===== src/rtl/msld_pkg.sv =====
// ----------------------------------------------------------------------------
// msld_pkg
// Shared types and constants of the motor slew limiter with dead-zone skip.
// ----------------------------------------------------------------------------
package msld_pkg;

    localparam int CHANNELS = 4;

    localparam int CH_W    = 2;
    localparam int DRV_W   = 8;
    localparam int CFG_W   = 7;
    localparam int CIDX_W  = 3;

    localparam int QDEPTH  = 2;
    localparam int QPTR_W  = 1;
    localparam int QCNT_W  = 2;

    localparam logic [CIDX_W-1:0] REG_DZ_LOW  = 3'd0;
    localparam logic [CIDX_W-1:0] REG_DZ_HIGH = 3'd1;
    localparam logic [CIDX_W-1:0] REG_SLEW0   = 3'd2;
    localparam logic [CIDX_W-1:0] REG_SLEW3   = 3'd5;

    localparam logic [CFG_W-1:0] DZ_LOW_RST  = 7'd10;
    localparam logic [CFG_W-1:0] DZ_HIGH_RST = 7'd90;
    localparam logic [CFG_W-1:0] SLEW_RST    = 7'd15;

    localparam logic signed [DRV_W-1:0] DRV_MAX = 8'sd127;
    localparam logic signed [DRV_W-1:0] DRV_MIN = -8'sd127;
    localparam logic signed [DRV_W-1:0] DRV_RAW_MIN = -8'sd128;

    localparam logic [1:0] KIND_WRITE = 2'd0;
    localparam logic [1:0] KIND_TICK  = 2'd1;
    localparam logic [1:0] KIND_BAIL  = 2'd2;
    localparam logic [1:0] KIND_NOP   = 2'd3;

    typedef struct packed {
        logic [1:0]                kind;
        logic [CH_W-1:0]           channel;
        logic signed [DRV_W-1:0]   target;
    } item_t;

    typedef struct packed {
        logic [CH_W-1:0]           channel;
        logic signed [DRV_W-1:0]   drive;
        logic                      last;
    } result_t;

endpackage


===== src/rtl/motor_slew_limiter_deadzone.sv =====
// ----------------------------------------------------------------------------
// motor_slew_limiter_deadzone
// Multi-channel motor drive slew limiter with dead-zone skipping.
//
//   channel   direction  handshake      payload
//   request   in         push / full    req_type, channel, target, bailout
//   result    out        pop / empty    channel_res, drive, last
//   config    in         cfg_wr         cfg_index, cfg_data
//
// A write item is applied as the engine takes it; a tick steps one channel
// per cycle through the single step unit while the result queue has room.
// A two-entry item queue separates intake from the engine; a two-entry
// result queue lets the engine stall on pop without losing results.
// Reset zeroes drives and targets, empties both queues, loads register
// defaults.
// ----------------------------------------------------------------------------
module motor_slew_limiter_deadzone (
    input  logic                              clk,
    input  logic                              rst_n,
    input  logic                              push,
    output logic                              full,
    input  logic                              req_type,
    input  logic [msld_pkg::CH_W-1:0]         channel,
    input  logic signed [msld_pkg::DRV_W-1:0] target,
    input  logic                              bailout,
    output logic                              empty,
    input  logic                              pop,
    output logic [msld_pkg::CH_W-1:0]         channel_res,
    output logic signed [msld_pkg::DRV_W-1:0] drive,
    output logic                              last,
    input  logic                              cfg_wr,
    input  logic [msld_pkg::CIDX_W-1:0]       cfg_index,
    input  logic [msld_pkg::CFG_W-1:0]        cfg_data
);
    import msld_pkg::*;

    logic    item_valid;
    logic    item_pop;
    item_t   item;
    result_t res;

    msld_front u_front (
        .clk        (clk),
        .rst_n      (rst_n),
        .push       (push),
        .full       (full),
        .req_type   (req_type),
        .channel    (channel),
        .target     (target),
        .bailout    (bailout),
        .item_valid (item_valid),
        .item       (item),
        .item_pop   (item_pop)
    );

    msld_back u_back (
        .clk        (clk),
        .rst_n      (rst_n),
        .cfg_wr     (cfg_wr),
        .cfg_index  (cfg_index),
        .cfg_data   (cfg_data),
        .item_valid (item_valid),
        .item       (item),
        .item_pop   (item_pop),
        .empty      (empty),
        .pop        (pop),
        .res        (res)
    );

    assign channel_res = res.channel;
    assign drive       = res.drive;
    assign last        = res.last;

endmodule


===== src/rtl/msld_front.sv =====
// ----------------------------------------------------------------------------
// msld_front
// Accepts items, classifies them and saturates targets, queues them for the
// stepping engine.
// ----------------------------------------------------------------------------
module msld_front (
    input  logic                          clk,
    input  logic                          rst_n,
    input  logic                          push,
    output logic                          full,
    input  logic                          req_type,
    input  logic [msld_pkg::CH_W-1:0]     channel,
    input  logic signed [msld_pkg::DRV_W-1:0] target,
    input  logic                          bailout,
    output logic                          item_valid,
    output msld_pkg::item_t               item,
    input  logic                          item_pop
);
    import msld_pkg::*;

    item_t               q_mem [QDEPTH];
    logic [QPTR_W-1:0]   wr_ptr_reg, wr_ptr_next;
    logic [QPTR_W-1:0]   rd_ptr_reg, rd_ptr_next;
    logic [QCNT_W-1:0]   cnt_reg, cnt_next;
    logic                do_push, do_pop;
    item_t               cls;

    assign full       = (cnt_reg == QCNT_W'(QDEPTH));
    assign item_valid = (cnt_reg != '0);
    assign item       = q_mem[rd_ptr_reg];
    assign do_push    = push && !full;
    assign do_pop     = item_pop && item_valid;

    always_comb
    begin
        cls.channel = channel;
        cls.target  = (target == DRV_RAW_MIN) ? DRV_MIN : target;
        if (req_type)
        begin
            cls.kind = bailout ? KIND_BAIL : KIND_TICK;
        end
        else if (32'(channel) < CHANNELS)
        begin
            cls.kind = KIND_WRITE;
        end
        else
        begin
            cls.kind = KIND_NOP;
        end
    end

    always_comb
    begin
        wr_ptr_next = wr_ptr_reg;
        rd_ptr_next = rd_ptr_reg;
        cnt_next    = cnt_reg;
        if (do_push)
        begin
            wr_ptr_next = (32'(wr_ptr_reg) == QDEPTH - 1) ? '0 : wr_ptr_reg + 1'b1;
        end
        if (do_pop)
        begin
            rd_ptr_next = (32'(rd_ptr_reg) == QDEPTH - 1) ? '0 : rd_ptr_reg + 1'b1;
        end
        if (do_push && !do_pop)
        begin
            cnt_next = cnt_reg + 1'b1;
        end
        else if (!do_push && do_pop)
        begin
            cnt_next = cnt_reg - 1'b1;
        end
    end

    always_ff @(posedge clk or negedge rst_n)
    begin
        if (!rst_n)
        begin
            wr_ptr_reg <= '0;
            rd_ptr_reg <= '0;
            cnt_reg    <= '0;
        end
        else
        begin
            wr_ptr_reg <= wr_ptr_next;
            rd_ptr_reg <= rd_ptr_next;
            cnt_reg    <= cnt_next;
        end
    end

    always_ff @(posedge clk)
    begin
        if (do_push)
        begin
            q_mem[wr_ptr_reg] <= cls;
        end
    end

endmodule


===== src/rtl/msld_back.sv =====
// ----------------------------------------------------------------------------
// msld_back
// Holds drive and target state and the configuration, steps one channel per
// cycle on a tick while the result queue has room, and queues the channel results.
// ----------------------------------------------------------------------------
module msld_back (
    input  logic                          clk,
    input  logic                          rst_n,
    input  logic                          cfg_wr,
    input  logic [msld_pkg::CIDX_W-1:0]   cfg_index,
    input  logic [msld_pkg::CFG_W-1:0]    cfg_data,
    input  logic                          item_valid,
    input  msld_pkg::item_t               item,
    output logic                          item_pop,
    output logic                          empty,
    input  logic                          pop,
    output msld_pkg::result_t             res
);
    import msld_pkg::*;

    logic signed [DRV_W-1:0] drive_reg  [CHANNELS];
    logic signed [DRV_W-1:0] target_reg [CHANNELS];
    logic [CFG_W-1:0]        slew_reg   [CHANNELS];
    logic [CFG_W-1:0]        dz_low_reg;
    logic [CFG_W-1:0]        dz_high_reg;

    logic                    active_reg, active_next;
    logic                    bail_reg, bail_next;
    logic [CH_W-1:0]         ch_cnt_reg, ch_cnt_next;

    result_t                 oq_mem [QDEPTH];
    logic [QPTR_W-1:0]       oq_wr_reg, oq_wr_next;
    logic [QPTR_W-1:0]       oq_rd_reg, oq_rd_next;
    logic [QCNT_W-1:0]       oq_cnt_reg, oq_cnt_next;
    logic                    oq_full, oq_push, oq_pop;

    logic                    step_en, last_ch;
    logic signed [DRV_W-1:0] new_drive;
    result_t                 new_res;

    function automatic logic signed [DRV_W-1:0] step_one(
        input logic signed [DRV_W-1:0] x_in,
        input logic signed [DRV_W-1:0] t_in,
        input logic [CFG_W-1:0]        s_in,
        input logic [CFG_W-1:0]        lo_in,
        input logic [CFG_W-1:0]        hi_in
    );
        logic signed [9:0] x, t, s, lo, hi, y, r;
        x  = 10'(x_in);
        t  = 10'(t_in);
        s  = signed'({3'b000, s_in});
        lo = signed'({3'b000, lo_in});
        hi = signed'({3'b000, hi_in});
        if (t == x)
        begin
            r = x;
        end
        else if (t > x)
        begin
            if (x < -hi)
            begin
                x = -hi;
            end
            else if (x >= -lo && x <= lo)
            begin
                x = lo;
            end
            else if (x > hi)
            begin
                x = 10'(DRV_MAX);
            end
            y = x + s;
            r = (t < y) ? t : y;
        end
        else
        begin
            if (x < -hi)
            begin
                x = 10'(DRV_MIN);
            end
            else if (x >= -lo && x <= lo)
            begin
                x = -lo;
            end
            else if (x > hi)
            begin
                x = hi;
            end
            y = x - s;
            r = (t > y) ? t : y;
        end
        return r[DRV_W-1:0];
    endfunction

    assign oq_full  = (oq_cnt_reg == QCNT_W'(QDEPTH));
    assign empty    = (oq_cnt_reg == '0);
    assign res      = oq_mem[oq_rd_reg];
    assign oq_pop   = pop && !empty;

    assign item_pop = !active_reg && item_valid;
    assign step_en  = active_reg && !oq_full;
    assign oq_push  = step_en;
    assign last_ch  = (32'(ch_cnt_reg) == CHANNELS - 1);

    assign new_drive = bail_reg ? '0 :
        step_one(drive_reg[ch_cnt_reg], target_reg[ch_cnt_reg], slew_reg[ch_cnt_reg],
                 dz_low_reg, dz_high_reg);

    always_comb
    begin
        new_res.channel = ch_cnt_reg;
        new_res.drive   = new_drive;
        new_res.last    = last_ch;
    end

    always_comb
    begin
        active_next = active_reg;
        bail_next   = bail_reg;
        ch_cnt_next = ch_cnt_reg;
        if (item_pop)
        begin
            if (item.kind == KIND_TICK || item.kind == KIND_BAIL)
            begin
                active_next = 1'b1;
                bail_next   = (item.kind == KIND_BAIL);
                ch_cnt_next = '0;
            end
        end
        else if (step_en)
        begin
            if (last_ch)
            begin
                active_next = 1'b0;
                ch_cnt_next = '0;
            end
            else
            begin
                ch_cnt_next = ch_cnt_reg + 1'b1;
            end
        end
    end

    always_comb
    begin
        oq_wr_next  = oq_wr_reg;
        oq_rd_next  = oq_rd_reg;
        oq_cnt_next = oq_cnt_reg;
        if (oq_push)
        begin
            oq_wr_next = (32'(oq_wr_reg) == QDEPTH - 1) ? '0 : oq_wr_reg + 1'b1;
        end
        if (oq_pop)
        begin
            oq_rd_next = (32'(oq_rd_reg) == QDEPTH - 1) ? '0 : oq_rd_reg + 1'b1;
        end
        if (oq_push && !oq_pop)
        begin
            oq_cnt_next = oq_cnt_reg + 1'b1;
        end
        else if (!oq_push && oq_pop)
        begin
            oq_cnt_next = oq_cnt_reg - 1'b1;
        end
    end

    always_ff @(posedge clk or negedge rst_n)
    begin
        if (!rst_n)
        begin
            active_reg  <= 1'b0;
            bail_reg    <= 1'b0;
            ch_cnt_reg  <= '0;
            oq_wr_reg   <= '0;
            oq_rd_reg   <= '0;
            oq_cnt_reg  <= '0;
            dz_low_reg  <= DZ_LOW_RST;
            dz_high_reg <= DZ_HIGH_RST;
            for (int i = 0; i < CHANNELS; i++)
            begin
                drive_reg[i]  <= '0;
                target_reg[i] <= '0;
                slew_reg[i]   <= SLEW_RST;
            end
        end
        else
        begin
            active_reg <= active_next;
            bail_reg   <= bail_next;
            ch_cnt_reg <= ch_cnt_next;
            oq_wr_reg  <= oq_wr_next;
            oq_rd_reg  <= oq_rd_next;
            oq_cnt_reg <= oq_cnt_next;
            if (cfg_wr)
            begin
                if (cfg_index == REG_DZ_LOW)
                begin
                    dz_low_reg <= cfg_data;
                end
                else if (cfg_index == REG_DZ_HIGH)
                begin
                    dz_high_reg <= cfg_data;
                end
                else if (cfg_index >= REG_SLEW0 && cfg_index <= REG_SLEW3)
                begin
                    for (int i = 0; i < CHANNELS; i++)
                    begin
                        if (cfg_index == REG_SLEW0 + CIDX_W'(i))
                        begin
                            slew_reg[i] <= cfg_data;
                        end
                    end
                end
            end
            if (item_pop && item.kind == KIND_WRITE)
            begin
                target_reg[item.channel] <= item.target;
            end
            if (step_en)
            begin
                drive_reg[ch_cnt_reg] <= new_drive;
                if (bail_reg)
                begin
                    target_reg[ch_cnt_reg] <= '0;
                end
            end
        end
    end

    always_ff @(posedge clk)
    begin
        if (oq_push)
        begin
            oq_mem[oq_wr_reg] <= new_res;
        end
    end

    a_oq_bound: assert property (@(posedge clk) disable iff (!rst_n)
        oq_cnt_reg <= QCNT_W'(QDEPTH))
        else $error("result queue count out of range");

    a_idle_cnt: assert property (@(posedge clk) disable iff (!rst_n)
        !active_reg |-> ch_cnt_reg == '0)
        else $error("channel counter moved while idle");

    a_last_ends: assert property (@(posedge clk) disable iff (!rst_n)
        step_en && last_ch |=> !active_reg)
        else $error("tick did not end after final channel");

endmodule


===== config.mk =====
export PLATFORM = sky130hd
export DESIGN_NAME = motor_slew_limiter_deadzone
export DESIGN_NICKNAME = d
export VERILOG_FILES = /design/src/rtl/msld_pkg.sv /design/src/rtl/motor_slew_limiter_deadzone.sv /design/src/rtl/msld_front.sv /design/src/rtl/msld_back.sv
export SDC_FILE = /design/constraint.sdc
export NUM_CORES = 1
export LEC_CHECK = 0
export ABC_AREA = 1
export BUFFER_PORTS_ARGS = -buffer_cell sky130_fd_sc_hd__buf_2
export CORE_UTILIZATION = 45
export CTS_BUF_LIST = sky130_fd_sc_hd__clkbuf_4
export CTS_CLUSTER_SIZE = 14
export DETAILED_ROUTE_END_ITERATION = 10
export SETUP_SLACK_MARGIN = 0.1
export SYNTH_ARGS = -nofsm -noshare
export SYNTH_HDL_FRONTEND = slang
export SYNTH_SLANG_ARGS = --single-unit

===== constraint.sdc =====
create_clock -name clk -period 9.08 [get_ports clk]
set_clock_uncertainty 0.1 [all_clocks]
set_input_delay 1.816 -clock clk [delete_from_list [all_inputs] [get_ports clk]]
set_output_delay 1.816 -clock clk [all_outputs]
set_load 0.01 [all_outputs]

==> results of run 1 <==
## per-stage QoR
step,hold WS [ns],cells,util [%]
6_report,0.399,1542,49.2
5_1_grt,0.425,1542,49.2
3_5_place_dp,0.366,1509,48.0
2_1_floorplan,0.349,1228,-
3_3_place_gp,0.363,1509,48.0
4_1_cts,0.402,1541,49.2
## layout make-up
type | count | area (um2) | area share [%]
multi-input cells | 880 | 5070 | 46.9
flip-flops and latches | 164 | 4360 | 40.4
inverters | 141 | 532 | 4.92
well taps | 280 | 350 | 3.24
repair buffers | 44 | 235 | 2.18
clock buffers | 18 | 135 | 1.25
clock inverters | 14 | 125 | 1.16
diodes | 1 | 2.50 | 0.0232
## synthesized netlist by cell type (21+ instances only)
cell type,number,area (um2)
nand3_1,47,235
nand2_1,301,1130
nor2_1,67,251
ha_1,83,1040
clkbuf_1,21,78.8
or2_2,27,169
o21ai_0,114,571
a21oi_1,94,470
dfrtp_1,96,2400
inv_1,135,507
dfstp_2,22,578
edfxtp_1,46,1380
## worst min-delay path by stage
stage / end / slack (ns) / depth (start not counted)
3_5_place_dp: u_back.drive_reg[16] / 0.37 / 2
6_report: u_back.drive_reg[16] / 0.40 / 2
2_1_floorplan: u_back.drive_reg[7] / 0.35 / 2
4_1_cts: u_back.drive_reg[16] / 0.40 / 2
3_3_place_gp: u_back.drive_reg[9] / 0.36 / 2
5_1_grt: u_back.drive_reg[17] / 0.42 / 2
## critical path, delay by kind of cell (launching register included)
family                   cells  cell delay (ns)
AO/OA/AOI/OAI                7             1.97
adder cells (fa/ha/maj)      4             1.22
flip-flops                   1             0.42
AND/OR/NAND/NOR             23             2.47
buffers and inverters        4             0.80
XOR/XNOR                     2             0.23
## kinds of logic after synthesis
group           Yosys count
mux                       5
flops                   164
simple gates            476
xor+xnor                 27
buf+inv                 184
fa+ha+maj                85
compound gates          287
## layer usage
metal,wire [um],part of all wire (%),vias up,GRT usage (%)
met5,0,0,-,0
met3,1050,4.2,27,3.21
met1,12000,48,3904,31.8
li1,-,-,4172,-
met4,416,1.7,0,6.41
met2,11500,46,197,35.8
==> results.ini, run 1 <==
[run_status]
status=finished with violations
violations=design-rule violations

[route]
routed_via_density=5.38
dr.pass1.iters=9
ant_nets=0
wire_per_inst_um=16.2
num_vias=8300
drt_wl_total_um=25000
remaining_drc_errors=1
drt_iter0_drc=626

[layout]
area_delta_synth_final_pct=6.37
nets=1360
fin_area_um2=10800
final_common_cell=nand2_1
mostFrequentLayoutCells=nand2_1 (301), inv_1 (135), o21ai_0 (114)
nFillCells=2146
drive_above_1_share_pct=13.4

[worst_setup_path]
r2r-start=u_back.ch_cnt_reg[0]
max_stage_delay_ns=0.78
r2r_slack_ns=1.60
crit_start=u_back.ch_cnt_reg[0]
cp_max_fo=52
crit_required_ns=9.35
crit_arrival_ns=7.75
rr_worst_depth=40
endpoint=u_back.oq_mem[1][8]
cpMaxStageDelayCell=a32oi_1
crit_top_cell=nand2_1
critPathLaunchType=flip-flop
end_kind=flip-flop
rr_endpoint=u_back.oq_mem[1][8]
crit_type=flip-flop to flip-flop

[clock_tree]
cts_tree=yes
clkTransAtPathRegs_ns=0.16
htree_levels=4
post_cts_buffers=0
cts_sinks=164
holdBufCountCts=0
cts-root-buf=clkbuf_4
cts_buffer_depth=2
cts-resized-gates=0
clkLatencyLatePin_ns=0.59
cts_buffers=17

[global_route]
gr-total-overflow=0
antenna_found_initial=1
grt_pass1_wl_um=40900
grt_pass1_vias=7791
grt_util_all_layers_pct=22.5
grt_max_degree=80

[logic_synthesis]
synth_edf_count=46
synth_cells=1228
syn-num-nets=1340
ys_ff_latch=164
synth_cell_types=50
synth_mux_area_share_pct=0.492
synth_top_family_by_area=simple AND/OR/NAND/NOR gates
synthSimpleGateAreaFrac_pct=20.0
synth_area_um2=10200
synth_compound_area_share_pct=16.4
ys_warn_count=0
synth_xor_area_share_pct=2.33
syn_avg_cell_area_um2=8.28
ys_seq_area_share_pct=42.9
synth_ff_type=dfrtp_1
synthAdderAreaFrac_pct=10.6
async_flop_share_pct=72.0

[floorplanning]
core_area_um2=22000
ios=40
fp.dieH_um=152
floorplan.die_area_um2=23200
row_count=54
start_util_pct=46.3
die_x_um=152

[hold_path]
hp-class=flip-flop to flip-flop
hold_path.startpoint=u_back.drive_reg[16]

[sta]
setup_violations=0
hold_viol_final=0
rsz0062_at_grt=false
fmax_ghz=0.134
period_needed_ns=7.48
worst_slew_pin_slew_ns=1.06
fin_crit_sh_pct=82.3
drv_slew=0
relSlewSlack_pct=29.2
finalWorstSetupSlack_ns=1.60
fin_setup_tns_ns=0

[placement]
io_buffer_count=39
dp_hpwl_um=18500
placed_cell_area_um2=10500
preCtsSetupSlack_ns=1.71
place_congestion=0.926

[run]
cap_violations=0

Power of run 1 is not shown: default switching activity piles up to over one toggle a cycle in this logic, so the estimate is an artifact.
==> inputs of run 2 (changes only) <==
ABC_AREA = 0   (was 1)
clock period = 7.3 ns   (was 9.08 ns; I/O delays follow)
==> results.ini, run 2 <==
[clock_tree]
htree_levels=4  ; unchanged
cts_tree=yes
holdBufCountCts=0  ; unchanged
cts_buffer_depth=2  ; unchanged
cts-root-buf=clkbuf_4
cts_buffers=17  ; unchanged
clkTransAtPathRegs_ns=0.14  ; -0.02 ns
cts_sinks=164  ; unchanged
clkLatencyLatePin_ns=0.57  ; -0.02 ns

[logic_synthesis]
ys_ff_latch=164  ; unchanged
syn-num-nets=997  ; -26%
async_flop_share_pct=72.0  ; unchanged
synth_most_common_cell=dfrtp_1
synth_area_um2=9960  ; -2.0%
ys_warn_count=0  ; unchanged
yosys.area.top_type=dfrtp_1
ys_seq_area_share_pct=43.8  ; +0.89 points
synth_common_cells=dfrtp_1 (96), nor2_1 (84), ha_1 (83)
synth_cells=885  ; -28%
syn_avg_cell_area_um2=11.2  ; +36%
synth_cell_types=71  ; +42%
synth_top_area_share_pct=24.1  ; +0.49 points
yosys-top-cells-area=dfrtp_1 (24%), edfxtp_1 (14%), ha_1 (10%)
synth_ff_type=dfrtp_1
synth_edf_count=46  ; unchanged

[route]
dr.pass1.iters=5  ; -4
ant_nets=0  ; unchanged
drt_wl_total_um=23200  ; -7.0%
drt_iter0_drc=431  ; -31%
num_vias=6976  ; -16%
routed_via_density=5.61  ; +4.3%
wire_per_inst_um=18.7  ; +15%
remaining_drc_errors=0  ; -1

[worst_setup_path]
r2r_slack_ns=0.44  ; -1.16 ns
max_stage_delay_ns=0.45  ; -0.33 ns
crit_type=flip-flop to flip-flop
critPathLaunchType=flip-flop
endpoint=u_back.drive_reg[22]
r2r-start=u_back.ch_cnt_reg[1]
cp_max_fo=9  ; -83%
crit_start=u_back.ch_cnt_reg[1]
rr_endpoint=u_back.drive_reg[22]
cp_top_family=compound AO/OA/AOI/OAI gates
end_kind=flip-flop
rr_worst_depth=29  ; -28%
cpMaxStageDelayCell=dfrtp_2
path_buf_inv=5  ; +1
crit_cells=29  ; -28%
crit_required_ns=7.67  ; -1.68 ns
crit_arrival_ns=7.23  ; -0.52 ns

[global_route]
grt_max_degree=67  ; -16%
grt_pass1_wl_um=37200  ; -9.1%
gr-total-overflow=0  ; unchanged
antenna_found_initial=1  ; unchanged
grt_util_all_layers_pct=21.7  ; -0.74 points
grt_pass1_vias=6815  ; -13%

[floorplanning]
floorplan.die_area_um2=22700  ; -2.0%
die_x_um=151  ; -1.0%
fp.dieH_um=151  ; -1.0%
row_count=54  ; unchanged
start_util_pct=45.8  ; -0.52 points
ios=40  ; unchanged
core_area_um2=21800  ; -0.92%

[sta]
hold_viol_final=0  ; unchanged
worst_slew_pin_slew_ns=1.03  ; -0.0262 ns
rsz0062_at_grt=false
period_needed_ns=6.86  ; -0.618 ns
whs_ns=0.401  ; +0.00176 ns
fin_setup_tns_ns=0  ; unchanged
setup_violations=0  ; unchanged
drv_slew=0  ; unchanged
fmax_ghz=0.146  ; +9.0%
fin_crit_sh_pct=94.0  ; +12 points
relSlewSlack_pct=30.9  ; +1.8 points

[placement]
place_congestion=0.900  ; -2.8%
io_buffer_count=39  ; unchanged
dp_hpwl_um=17600  ; -4.9%

[run]
cap_violations=0  ; unchanged

[layout]
nFillCells=1995  ; -7.0%
nets=1060  ; -22%
final_common_cell=dfrtp_1
drive_above_1_share_pct=25.8  ; +12 points
mostFrequentLayoutCells=dfrtp_1 (94), nor2_1 (83), ha_1 (83)
multi_input_area_um2=5340  ; +5.4%
area_delta_synth_final_pct=11.1
register_area_um2=4360  ; about the same

[run_status]
status=complete, no violations

[hold_path]
hp-class=flip-flop to flip-flop

## run 2: final cells by class
class | instances | area share, %
multi-input cells | 633 | 48.3
flip-flops and latches | 164 | 39.5
repair buffers | 81 | 4.64
well taps | 280 | 3.17
inverters | 51 | 1.77
clock inverters | 14 | 1.38
clock buffers | 18 | 1.22
diodes | 2 | 0.0453
## run 2: kinds of logic (layout without fill, tap and decap cells)
family | count (synthesis) | count (layout) | synth area share, %
simple gates | 222 | 222 | 10.8
compound gates | 181 | 181 | 13.4
flops | 164 | 164 | 43.8
mux | 117 | 117 | 15.3
buf+inv | 88 | 164 | 3.41
fa+ha+maj | 85 | 85 | 10.8
xor+xnor | 28 | 28 | 2.46
other cells | 0 | 2 | 0
## run 2: metrics by stage
stage	util [%]	area, um2	worst slack [ns]	std cells
global route	50.8	11100	0.0779	1243
finish	50.8	11100	0.441	1243
global placement	48.6	10600	0.0662	1194
CTS	50.1	10900	0.190	1228
detailed placement	48.6	10600	0.0209	1194
floorplan	-	9980	0.215	885
## run 2: worst min path at each step
stage / cells after the start / from / end / slack, ns
after floorplan: 1 / u_back.drive_reg[11] / u_back.drive_reg[11] / 0.35
after global placement: 1 / u_back.oq_wr_reg / u_back.oq_wr_reg / 0.37
after detailed placement: 1 / u_back.drive_reg[11] / u_back.drive_reg[11] / 0.37
after CTS: 1 / u_back.drive_reg[11] / u_back.drive_reg[11] / 0.40
after global routing: 1 / u_back.drive_reg[11] / u_back.drive_reg[11] / 0.42
final: 1 / u_back.drive_reg[11] / u_back.drive_reg[11] / 0.40
## run 2: layer usage
metal  vias up  global-route usage, %  part of all wire [%]
li1       3406                      -                     -
met1      3397                   30.8                    47
met2       149                   34.2                    47
met3        24                   4.12                   4.3
met4         0                   5.35                   1.4
met5         -                      0                     0
## run 2: repair_timing
| item | CTS | global route |
|---|---|---|
| endpoints found under the setup margin | 14 | 48 |
| setup buffers | 2 | 13 |
| endpoints found under the hold margin | 0 | 0 |
| resized for setup | 2 | 13 |
| pin swaps | 0 | 7 |
## run 2: worst register-to-register path, delay by kind of cell, from the launching register on
kind	cells	cell delay, ns
simple gates	4	0.65
mux	2	0.66
flops	1	0.45
compound gates	14	2.91
fa+ha+maj	4	1.22
buf+inv	5	0.75
Power of run 2 is left out for the same reason.
